$ cat src/rtl/lfu_pkg.sv
// Shared constants and types for the LFU cache table.
package lfu_pkg;

    localparam int DEF_ENTRIES = 16;
    localparam int KEY_W       = 32;
    localparam int DATA_W      = 32;
    localparam int FREQ_W      = 32;
    localparam int CAP_W       = 5;

    localparam logic [CAP_W-1:0]  CAP_RESET  = CAP_W'(16);
    localparam logic [DATA_W-1:0] MISS_VALUE = {DATA_W{1'b1}};
    localparam logic [FREQ_W-1:0] FREQ_MAX   = {FREQ_W{1'b1}};
    localparam logic [FREQ_W-1:0] FREQ_FIRST = FREQ_W'(1);

    localparam logic OP_GET = 1'b0;
    localparam logic OP_PUT = 1'b1;

    // One table row as it sits in the entry memory.
    typedef struct packed {
        logic [KEY_W-1:0]  key;
        logic [DATA_W-1:0] data;
        logic [FREQ_W-1:0] freq;
    } entry_word_t;

    localparam int ENTRY_W = $bits(entry_word_t);

endpackage

$ cat src/rtl/lfu_cache_table_top.sv
// Top level of the LFU cache table: sequencer, scan datapath and rank lanes.
//
// Usage: a request item (op, key, value) enters on the input channel when
// in_valid and in_ready are both high; op selects a get or a put. Exactly one
// result item (hit, read_value, evicted, evicted_key) leaves on the output
// channel for every request, in order, when out_valid and out_ready are high.
// The capacity register is to be written through cfg_wr_en / cfg_wr_data only
// while the block is idle (unchecked by the block) and takes effect on the next request.
//
// Scan: every request walks the whole table once through the single read
// port of the entry memory, one entry per cycle, comparing keys and tracking
// the victim with one shared compare unit. The update step then writes the
// result to the output register, and the next request is accepted only once
// the block is back in idle, so one request is finished before the next.
//
// Reset clears all valid bits, the occupancy count and the output valid flag,
// and loads the capacity with its reset value of 16. A finished result waits
// in the output register; if the receiver stalls and the previous result is
// still held, the update step waits and in_ready stays low until it drains.
module lfu_cache_table_top #(
    parameter int ENTRIES = lfu_pkg::DEF_ENTRIES
) (
    input  logic                         clk,
    input  logic                         rst_n,
    // Request channel
    input  logic                         in_valid,
    output logic                         in_ready,
    input  logic                         op,
    input  logic signed [lfu_pkg::KEY_W-1:0]  key,
    input  logic signed [lfu_pkg::DATA_W-1:0] value,
    // Result channel
    output logic                         out_valid,
    input  logic                         out_ready,
    output logic                         hit,
    output logic signed [lfu_pkg::DATA_W-1:0] read_value,
    output logic                         evicted,
    output logic signed [lfu_pkg::KEY_W-1:0]  evicted_key,
    // Capacity register
    input  logic                         cfg_wr_en,
    input  logic [lfu_pkg::CAP_W-1:0]    cfg_wr_data
);

    localparam int AW    = (ENTRIES > 1) ? $clog2(ENTRIES) : 1;
    localparam int OCC_W = $clog2(ENTRIES + 1);
    localparam int CMP_W = (OCC_W > lfu_pkg::CAP_W) ? OCC_W : lfu_pkg::CAP_W;

    typedef enum logic [3:0] {
        S_IDLE   = 4'b0001,
        S_SCAN   = 4'b0010,
        S_LAST   = 4'b0100,
        S_UPDATE = 4'b1000
    } state_t;

    state_t state_reg, state_next;

    // Request latched at accept.
    logic                        req_op_reg;
    logic [lfu_pkg::KEY_W-1:0]   req_key_reg;
    logic [lfu_pkg::DATA_W-1:0]  req_value_reg;

    // Scan pointer and the entry whose memory data is arriving this cycle.
    logic [AW-1:0]               scan_idx_reg;
    logic                        p_vld_reg;
    logic [AW-1:0]               p_idx_reg;
    logic [AW-1:0]               rank_rd_reg;

    // Scan results.
    logic                        hit_reg;
    logic [AW-1:0]               s_idx_reg;
    logic [AW-1:0]               s_rank_reg;
    logic [lfu_pkg::DATA_W-1:0]  s_data_reg;
    logic [lfu_pkg::FREQ_W-1:0]  s_freq_reg;
    logic                        vic_found_reg;
    logic [AW-1:0]               vic_idx_reg;
    logic [lfu_pkg::FREQ_W-1:0]  vic_freq_reg;
    logic [AW-1:0]               vic_rank_reg;
    logic [lfu_pkg::KEY_W-1:0]   vic_key_reg;
    logic                        inv_found_reg;
    logic [AW-1:0]               inv_idx_reg;

    // Table state kept in flip-flops.
    logic [ENTRIES-1:0]          valid_reg, valid_next;
    logic [AW-1:0]               rank_reg [ENTRIES];
    logic [AW-1:0]               rank_next [ENTRIES];
    logic [OCC_W-1:0]            occ_reg, occ_next;
    logic [lfu_pkg::CAP_W-1:0]   cap_reg;

    // Output register.
    logic                        out_valid_reg;
    logic                        out_hit_reg;
    logic [lfu_pkg::DATA_W-1:0]  out_rd_reg;
    logic                        out_ev_reg;
    logic [lfu_pkg::KEY_W-1:0]   out_evk_reg;

    // Entry memory.
    logic                        ram_we;
    logic [AW-1:0]               ram_waddr;
    lfu_pkg::entry_word_t        ram_wdata;
    lfu_pkg::entry_word_t        ram_rdata;

    logic accept;
    logic scan_last;
    logic e_valid;
    logic key_match;
    logic better;
    logic upd_go;

    logic [CMP_W-1:0]            cap_eff;
    logic                        cap_zero;
    logic                        is_put;
    logic                        do_touch;
    logic                        put_miss;
    logic                        do_evict;
    logic                        do_insert;
    logic [AW-1:0]               ins_idx;
    logic [lfu_pkg::FREQ_W-1:0]  freq_inc;

    lfu_ram #(
        .WIDTH (lfu_pkg::ENTRY_W),
        .DEPTH (ENTRIES)
    ) u_entry_ram (
        .clk     (clk),
        .wr_en   (ram_we),
        .wr_addr (ram_waddr),
        .wr_data (ram_wdata),
        .rd_addr (scan_idx_reg),
        .rd_data (ram_rdata)
    );

    assign in_ready  = (state_reg == S_IDLE);
    assign accept    = in_valid && in_ready;
    assign scan_last = (scan_idx_reg == AW'(ENTRIES - 1));

    // Shared compare unit: one entry per cycle.
    assign e_valid   = p_vld_reg && valid_reg[p_idx_reg];
    assign key_match = e_valid && (ram_rdata.key == req_key_reg);
    assign better    = e_valid && (!vic_found_reg
                                   || (ram_rdata.freq < vic_freq_reg)
                                   || ((ram_rdata.freq == vic_freq_reg)
                                       && (rank_rd_reg > vic_rank_reg)));

    // Update decision, taken once the scan has finished.
    assign cap_eff   = (CMP_W'(cap_reg) > CMP_W'(ENTRIES)) ? CMP_W'(ENTRIES)
                                                            : CMP_W'(cap_reg);
    assign cap_zero  = (cap_eff == '0);
    assign is_put    = (req_op_reg == lfu_pkg::OP_PUT);
    assign do_touch  = hit_reg && (!is_put || !cap_zero);
    assign put_miss  = is_put && !cap_zero && !hit_reg;
    assign do_evict  = put_miss && (CMP_W'(occ_reg) >= cap_eff) && vic_found_reg;
    assign do_insert = put_miss && (do_evict || inv_found_reg);
    assign ins_idx   = (do_evict && (!inv_found_reg || (vic_idx_reg < inv_idx_reg)))
                       ? vic_idx_reg : inv_idx_reg;
    assign freq_inc  = (s_freq_reg == lfu_pkg::FREQ_MAX)
                       ? s_freq_reg : s_freq_reg + lfu_pkg::FREQ_W'(1);
    assign upd_go    = (state_reg == S_UPDATE) && (!out_valid_reg || out_ready);

    // A touch rewrites the hit row; an insert writes a fresh row.
    always_comb
    begin
        ram_we    = upd_go && (do_touch || do_insert);
        ram_waddr = do_touch ? s_idx_reg : ins_idx;
        ram_wdata.key = req_key_reg;
        if (do_touch)
        begin
            ram_wdata.data = is_put ? req_value_reg : s_data_reg;
            ram_wdata.freq = freq_inc;
        end
        else
        begin
            ram_wdata.data = req_value_reg;
            ram_wdata.freq = lfu_pkg::FREQ_FIRST;
        end
    end

    always_comb
    begin
        state_next = state_reg;
        unique case (state_reg)
            S_IDLE:
            begin
                if (accept)
                begin
                    state_next = S_SCAN;
                end
            end
            S_SCAN:
            begin
                if (scan_last)
                begin
                    state_next = S_LAST;
                end
            end
            S_LAST:
            begin
                state_next = S_UPDATE;
            end
            S_UPDATE:
            begin
                if (upd_go)
                begin
                    state_next = S_IDLE;
                end
            end
            default:
            begin
                state_next = S_IDLE;
            end
        endcase
    end

    // Recency lanes, valid bits and occupancy, all updated in one step.
    always_comb
    begin
        valid_next = valid_reg;
        occ_next   = occ_reg;
        for (int i = 0; i < ENTRIES; i++)
        begin
            rank_next[i] = rank_reg[i];
            if (do_touch)
            begin
                if (int'(s_idx_reg) == i)
                begin
                    rank_next[i] = '0;
                end
                else if (valid_reg[i])
                begin
                    if (rank_reg[i] < s_rank_reg)
                    begin
                        rank_next[i] = rank_reg[i] + AW'(1);
                    end
                end
            end
            else if (do_insert)
            begin
                if (int'(ins_idx) == i)
                begin
                    rank_next[i] = '0;
                end
                else if (valid_reg[i] && !(do_evict && (int'(vic_idx_reg) == i)))
                begin
                    if (!(do_evict && (rank_reg[i] > vic_rank_reg)))
                    begin
                        rank_next[i] = rank_reg[i] + AW'(1);
                    end
                end
            end
        end
        if (do_evict)
        begin
            valid_next[vic_idx_reg] = 1'b0;
            occ_next = occ_next - OCC_W'(1);
        end
        if (do_insert)
        begin
            valid_next[ins_idx] = 1'b1;
            occ_next = occ_next + OCC_W'(1);
        end
    end

    // Control state.
    always_ff @(posedge clk or negedge rst_n)
    begin
        if (!rst_n)
        begin
            state_reg     <= S_IDLE;
            scan_idx_reg  <= '0;
            p_vld_reg     <= 1'b0;
            hit_reg       <= 1'b0;
            vic_found_reg <= 1'b0;
            inv_found_reg <= 1'b0;
            valid_reg     <= '0;
            occ_reg       <= '0;
            cap_reg       <= lfu_pkg::CAP_RESET;
            out_valid_reg <= 1'b0;
        end
        else
        begin
            state_reg <= state_next;
            p_vld_reg <= (state_reg == S_SCAN);

            if (cfg_wr_en)
            begin
                cap_reg <= cfg_wr_data;
            end

            if (accept)
            begin
                scan_idx_reg  <= '0;
                hit_reg       <= 1'b0;
                vic_found_reg <= 1'b0;
                inv_found_reg <= 1'b0;
            end
            else
            begin
                if ((state_reg == S_SCAN) && !scan_last)
                begin
                    scan_idx_reg <= scan_idx_reg + AW'(1);
                end
                if (key_match)
                begin
                    hit_reg <= 1'b1;
                end
                if (better)
                begin
                    vic_found_reg <= 1'b1;
                end
                if (p_vld_reg && !valid_reg[p_idx_reg])
                begin
                    inv_found_reg <= 1'b1;
                end
            end

            if (upd_go)
            begin
                valid_reg     <= valid_next;
                occ_reg       <= occ_next;
                out_valid_reg <= 1'b1;
            end
            else if (out_valid_reg && out_ready)
            begin
                out_valid_reg <= 1'b0;
            end
        end
    end

    // Payload registers.
    always_ff @(posedge clk)
    begin
        p_idx_reg   <= scan_idx_reg;
        rank_rd_reg <= rank_reg[scan_idx_reg];

        if (accept)
        begin
            req_op_reg    <= op;
            req_key_reg   <= key;
            req_value_reg <= value;
        end

        if (key_match)
        begin
            s_idx_reg  <= p_idx_reg;
            s_rank_reg <= rank_rd_reg;
            s_data_reg <= ram_rdata.data;
            s_freq_reg <= ram_rdata.freq;
        end
        if (better)
        begin
            vic_idx_reg  <= p_idx_reg;
            vic_freq_reg <= ram_rdata.freq;
            vic_rank_reg <= rank_rd_reg;
            vic_key_reg  <= ram_rdata.key;
        end
        if (p_vld_reg && !valid_reg[p_idx_reg] && !inv_found_reg)
        begin
            inv_idx_reg <= p_idx_reg;
        end

        if (upd_go)
        begin
            for (int i = 0; i < ENTRIES; i++)
            begin
                rank_reg[i] <= rank_next[i];
            end
            out_hit_reg <= hit_reg;
            if (is_put)
            begin
                out_rd_reg <= '0;
            end
            else
            begin
                out_rd_reg <= hit_reg ? s_data_reg : lfu_pkg::MISS_VALUE;
            end
            out_ev_reg  <= do_evict;
            out_evk_reg <= do_evict ? vic_key_reg : '0;
        end
    end

    assign out_valid   = out_valid_reg;
    assign hit         = out_hit_reg;
    assign read_value  = out_rd_reg;
    assign evicted     = out_ev_reg;
    assign evicted_key = out_evk_reg;

    // The occupancy count always equals the number of valid entries.
    a_occ_matches_valid: assert property (
        @(posedge clk) disable iff (!rst_n)
        $countones(valid_reg) == int'(occ_reg))
        else $error("occupancy count differs from valid bits");

    // An eviction only comes from a put miss, which reports no hit and zero data.
    a_evict_shape: assert property (
        @(posedge clk) disable iff (!rst_n)
        (out_valid && evicted) |-> (!hit && (read_value == '0)))
        else $error("eviction reported on a hit or with nonzero data");

    // An accepted request always starts a table scan from the first entry.
    a_accept_starts_scan: assert property (
        @(posedge clk) disable iff (!rst_n)
        accept |=> ((state_reg == S_SCAN) && (scan_idx_reg == '0)))
        else $error("accepted request did not start a scan");

    // A new result is only loaded once the previous one has been taken.
    a_no_result_overwrite: assert property (
        @(posedge clk) disable iff (!rst_n)
        (out_valid && !out_ready) |=> ($stable(read_value) && $stable(evicted_key)))
        else $error("held result was overwritten");

endmodule

$ cat src/rtl/lfu_ram.sv
// Generic simple dual-port RAM with one write port and a registered read port.
module lfu_ram #(
    parameter int WIDTH = 8,
    parameter int DEPTH = 16
) (
    input  logic                                   clk,
    input  logic                                   wr_en,
    input  logic [(DEPTH > 1 ? $clog2(DEPTH) : 1)-1:0] wr_addr,
    input  logic [WIDTH-1:0]                       wr_data,
    input  logic [(DEPTH > 1 ? $clog2(DEPTH) : 1)-1:0] rd_addr,
    output logic [WIDTH-1:0]                       rd_data
);

    logic [WIDTH-1:0] mem [DEPTH];

    always_ff @(posedge clk)
    begin
        if (wr_en)
        begin
            mem[wr_addr] <= wr_data;
        end
        rd_data <= mem[rd_addr];
    end

endmodule
$ cat config.mk
export PLATFORM = sky130hd
export DESIGN_NAME = lfu_cache_table_top
export DESIGN_NICKNAME = d
export VERILOG_FILES = /design/src/rtl/lfu_pkg.sv /design/src/rtl/lfu_cache_table_top.sv /design/src/rtl/lfu_ram.sv
export SDC_FILE = /design/constraint.sdc
export NUM_CORES = 2
export LEC_CHECK = 0
export BUFFER_PORTS_ARGS = -buffer_cell sky130_fd_sc_hd__buf_2
export CAP_MARGIN = 20
export CORE_ASPECT_RATIO = 0.5
export CORE_MARGIN = 1.5
export CORE_UTILIZATION = 57
export CTS_BUF_LIST = sky130_fd_sc_hd__clkbuf_4 sky130_fd_sc_hd__clkbuf_8
export CTS_CLUSTER_SIZE = 20
export DETAILED_ROUTE_END_ITERATION = 12
export PLACE_DENSITY = 0.73
export REMOVE_ABC_BUFFERS = 1
export SLEW_MARGIN = 40
export SYNTH_ARGS = -nofsm -noshare
export SYNTH_HDL_FRONTEND = slang
export SYNTH_SLANG_ARGS = --single-unit
$ cat constraint.sdc
create_clock -name clk -period 10.9 [get_ports clk]
set_input_delay 1.635 -clock clk [delete_from_list [all_inputs] [get_ports clk]]
set_output_delay 1.635 -clock clk [all_outputs]
set_load 0.01 [all_outputs]
==> flow_summary.yaml <==
critical_path:
  cp-startpoint: "cap_reg[4]"
  crit_type: "reg2reg"
  start_kind: "flop"
  crit_path_top_delay_cell: "nor2_4"
  crit_path_end_kind: "flop"
  cp_data_required_time_ps: 11390
  crit_path_frequent_cell: "buf_4"
  crit_chain: "and2b_1, ha_1, nand2b_1, a31oi_1, o22ai_4, buf_4, nand2_2, inv_2, o21a_1, nand3_1, nor2_4, buf_4, buf_6"
  arrival_ps: 6050
  r2r_start: "cap_reg[4]"
  path_max_fanout: 53
  cpPeakStageDelay_ps: 680
synth:
  synth-simple-area-share_pct: 2.95
  synth_cell_types: 73
  mappedNetlistArea_um2: 79800
  synthCells: 3939
  ys_async_sr_fraction_pct: 1.93
  synth_edf_count: 1879
  synth-seq-cells: 2022
  avgSynthCellArea_um2: 20.3
  netlist.area_leader.share_pct: 70.7
  yosysMostFrequentCell: "edfxtp_1"
  yosysTopAreaCell: "edfxtp_1"
  synth_mux_area_share_pct: 14.4
  seq_area_frac_synth_pct: 74.5
  synth_top_family_by_area: "multiplexers"
  synth_xor_area_share_pct: 1.11
  netlist_top_cells_area: "edfxtp_1, mux4_2, ha_1"
  synth_compound_area_share_pct: 2.84
  ys.warnings.count: 0
  synth_common_cells: "edfxtp_1, mux4_2, ha_1"
  synth_ff_type: "edfxtp_1"
  synthAdderAreaFrac_pct: 2.76
power_and_ir_drop:
  ir_drop_uv: 141
  p_sw_w: 0.00451
  pwr-share-comb_pct: 15.1
  p_per_area_nw_per_um2: 200
  power.share.clock_pct: 32.3
  internal-power_w: 0.0133
  seq_power_share_pct: 52.6
  swShare_pct: 25.3
  p_leak_nw: 29.1
placement:
  io_buffers: 142
  dp_hpwl_um: 106000
  placed_cells: 5873
  place_congestion: 0.867
cells_and_area:
  largest_reg_flops: 1536
  syn2layout_area_growth_pct: 11.7
  nNetsFinal: 4547
  layout.cells.non_filler: 6377
  drive_gt1_share_pct: 29.0
hold_path:
  holdCritPathClass: "reg2reg"
  hp-start: "u_entry_ram.rd_data[38]"
die:
  die_width_um: 532
  boundaryPins: 143
  fp-row-count: 96
  start_util_pct: 57.8
  dieArea_um2: 142000
  die_h_um: 268
  core_area_um2: 138000
timing:
  worst_slew_pin_slew_ps: 901
  min_period_ps: 5560
  timing.slew.headroom_pct: 39.9
  skew_ps: 101
  max_freq_mhz: 180
  setup_violations: 0
  hold_viol_final: 0
  rsz0062_at_grt: "no"
  hold-worst-slack_ps: 403
  finalCritPeriodShare_pct: 51.0
  maxSlewViolCount: 0
clocking:
  post_cts_buffers: 0
  cts_tree: "yes"
  path_clk_slew_ps: 70
  clockRootBuffer: "clkbuf_8"
  cts_sinks: 2022
  clockBufferDepth: 4
  h-tree-depth: 5
  clkLatencyLatePin_ps: 900
  cts_buffers: 280
  ctsResizeCount: 0
  postCtsHoldBufs: 0
grt:
  grt_pass1_vias: 40800
  track_usage_pct: 25.9
  antenna_found_initial: 6
  grt_max_degree: 97
  overflow: 0
  grt_pass1_wl_um: 269000
drt:
  drt_first_pass_iters: 6
  viasPerCell: 6.37
  wl_per_cell_um: 28.7
  via_count: 40600
  antenna_left: 0
  drtIter0Drc: 5089
  totalWireLength_um: 183000
  drc: 0
job:
  cap_viol_max_count: 0
run_status:
  status: "finished clean"
[cell families (layout without fill, tap and decap cells)]
group	after synthesis	in the layout
XOR/XNOR	101	101
adder cells (fa/ha/maj)	176	176
multiplexers	513	513
AND/OR/NAND/NOR	466	466
other	0	3
flip-flops	2022	2022
AO/OA/AOI/OAI	374	374
buffers and inverters	287	860
[worst paths after layout]
kind | to | slack [ps] | cells after the start
hold reg to reg | s_data_reg[6] | 400 | 0
setup reg to reg | u_entry_ram.mem[0][69] | 5340 | 13
setup / recovery | u_entry_ram.mem[0][69] | 5340 | 13
min in group asynchronous | valid_reg[7] | 790 | 1
max in group asynchronous | scan_idx_reg[1] | 9610 | 1
hold / removal | s_data_reg[6] | 400 | 0
[per-layer routing]
layer | track usage (%) | part of all wire, % | vias to the layer above
met4 | 7.12 | 2.2 | 4
met1 | 39.5 | 43 | 21300
li1 | - | - | 16900
met3 | 4.83 | 9.4 | 291
met2 | 38.8 | 46 | 2121
met5 | 0 | 0.0098 | -
[layout make-up]
| type | count | area (µm²) |
|---|---|---|
| antenna | 3 | 7.51 |
| sequential | 2022 | 59500 |
| fill | 8970 | 48800 |
| clock buffer | 416 | 5040 |
| multi-input combinational | 1630 | 19500 |
| tap | 1862 | 2330 |
| clock inverter | 82 | 427 |
| inverter | 122 | 460 |
| timing repair buffer | 240 | 1870 |
[stage by stage]
stage | total power [W] | TNS, ps | utilization [%] | cell area, µm² | setup WS [ps]
global placement | 0.0121 | 0 | 60.1 | 83000 | 4900
floorplan | 0.0127 | -585760 | - | 79100 | -5880
global route | 0.0185 | 0 | 64.6 | 89200 | 5110
CTS | 0.0180 | 0 | 64.5 | 89000 | 5100
finish | 0.0178 | 0 | 64.6 | 89200 | 5340
detailed placement | 0.0122 | 0 | 60.5 | 83500 | 5050
[cells in the final DEF (no fill, tap or decap), types with 30 or more instances in the layout]
| cell | instances |
|---|---|
| nand2_1 | 101 |
| buf_4 | 49 |
| edfxtp_1 | 1879 |
| nor2_1 | 82 |
| and3_1 | 48 |
| buf_2 | 142 |
| clkbuf_4 | 110 |
| xnor2_1 | 33 |
| xor2_1 | 68 |
| clkbuf_8 | 307 |
| nor2_2 | 30 |
| a31oi_1 | 36 |
| o21ai_0 | 117 |
| nand4_1 | 40 |
| ha_1 | 176 |
| dfxtp_1 | 104 |
| nand3_1 | 37 |
| inv_1 | 118 |
| mux4_2 | 505 |
| clkinv_1 | 45 |
| dfrtp_1 | 32 |
| a21oi_1 | 93 |
[power by group through the flow]
| stage | clock, W | sequential, W | combinational, W |
|---|---|---|---|
| 2_1_floorplan | 0 | 0.00971 | 0.00302 |
| 4_1_cts | 0.00588 | 0.00937 | 0.00272 |
| 6_report | 0.00577 | 0.00938 | 0.00269 |
| 5_1_grt | 0.00620 | 0.00940 | 0.00288 |
| 3_3_place_gp | 0 | 0.00954 | 0.00259 |
| 3_5_place_dp | 0 | 0.00953 | 0.00271 |
[worst max-delay path, delay by kind of cell (launching register included)]
family          cells  cell delay [ps]
simple gates        5             1710
compound gates      3              540
flops               1              540
fa+ha+maj           1              250
buf+inv             4             2030
Note: power is estimated with default switching activity, not from simulation.
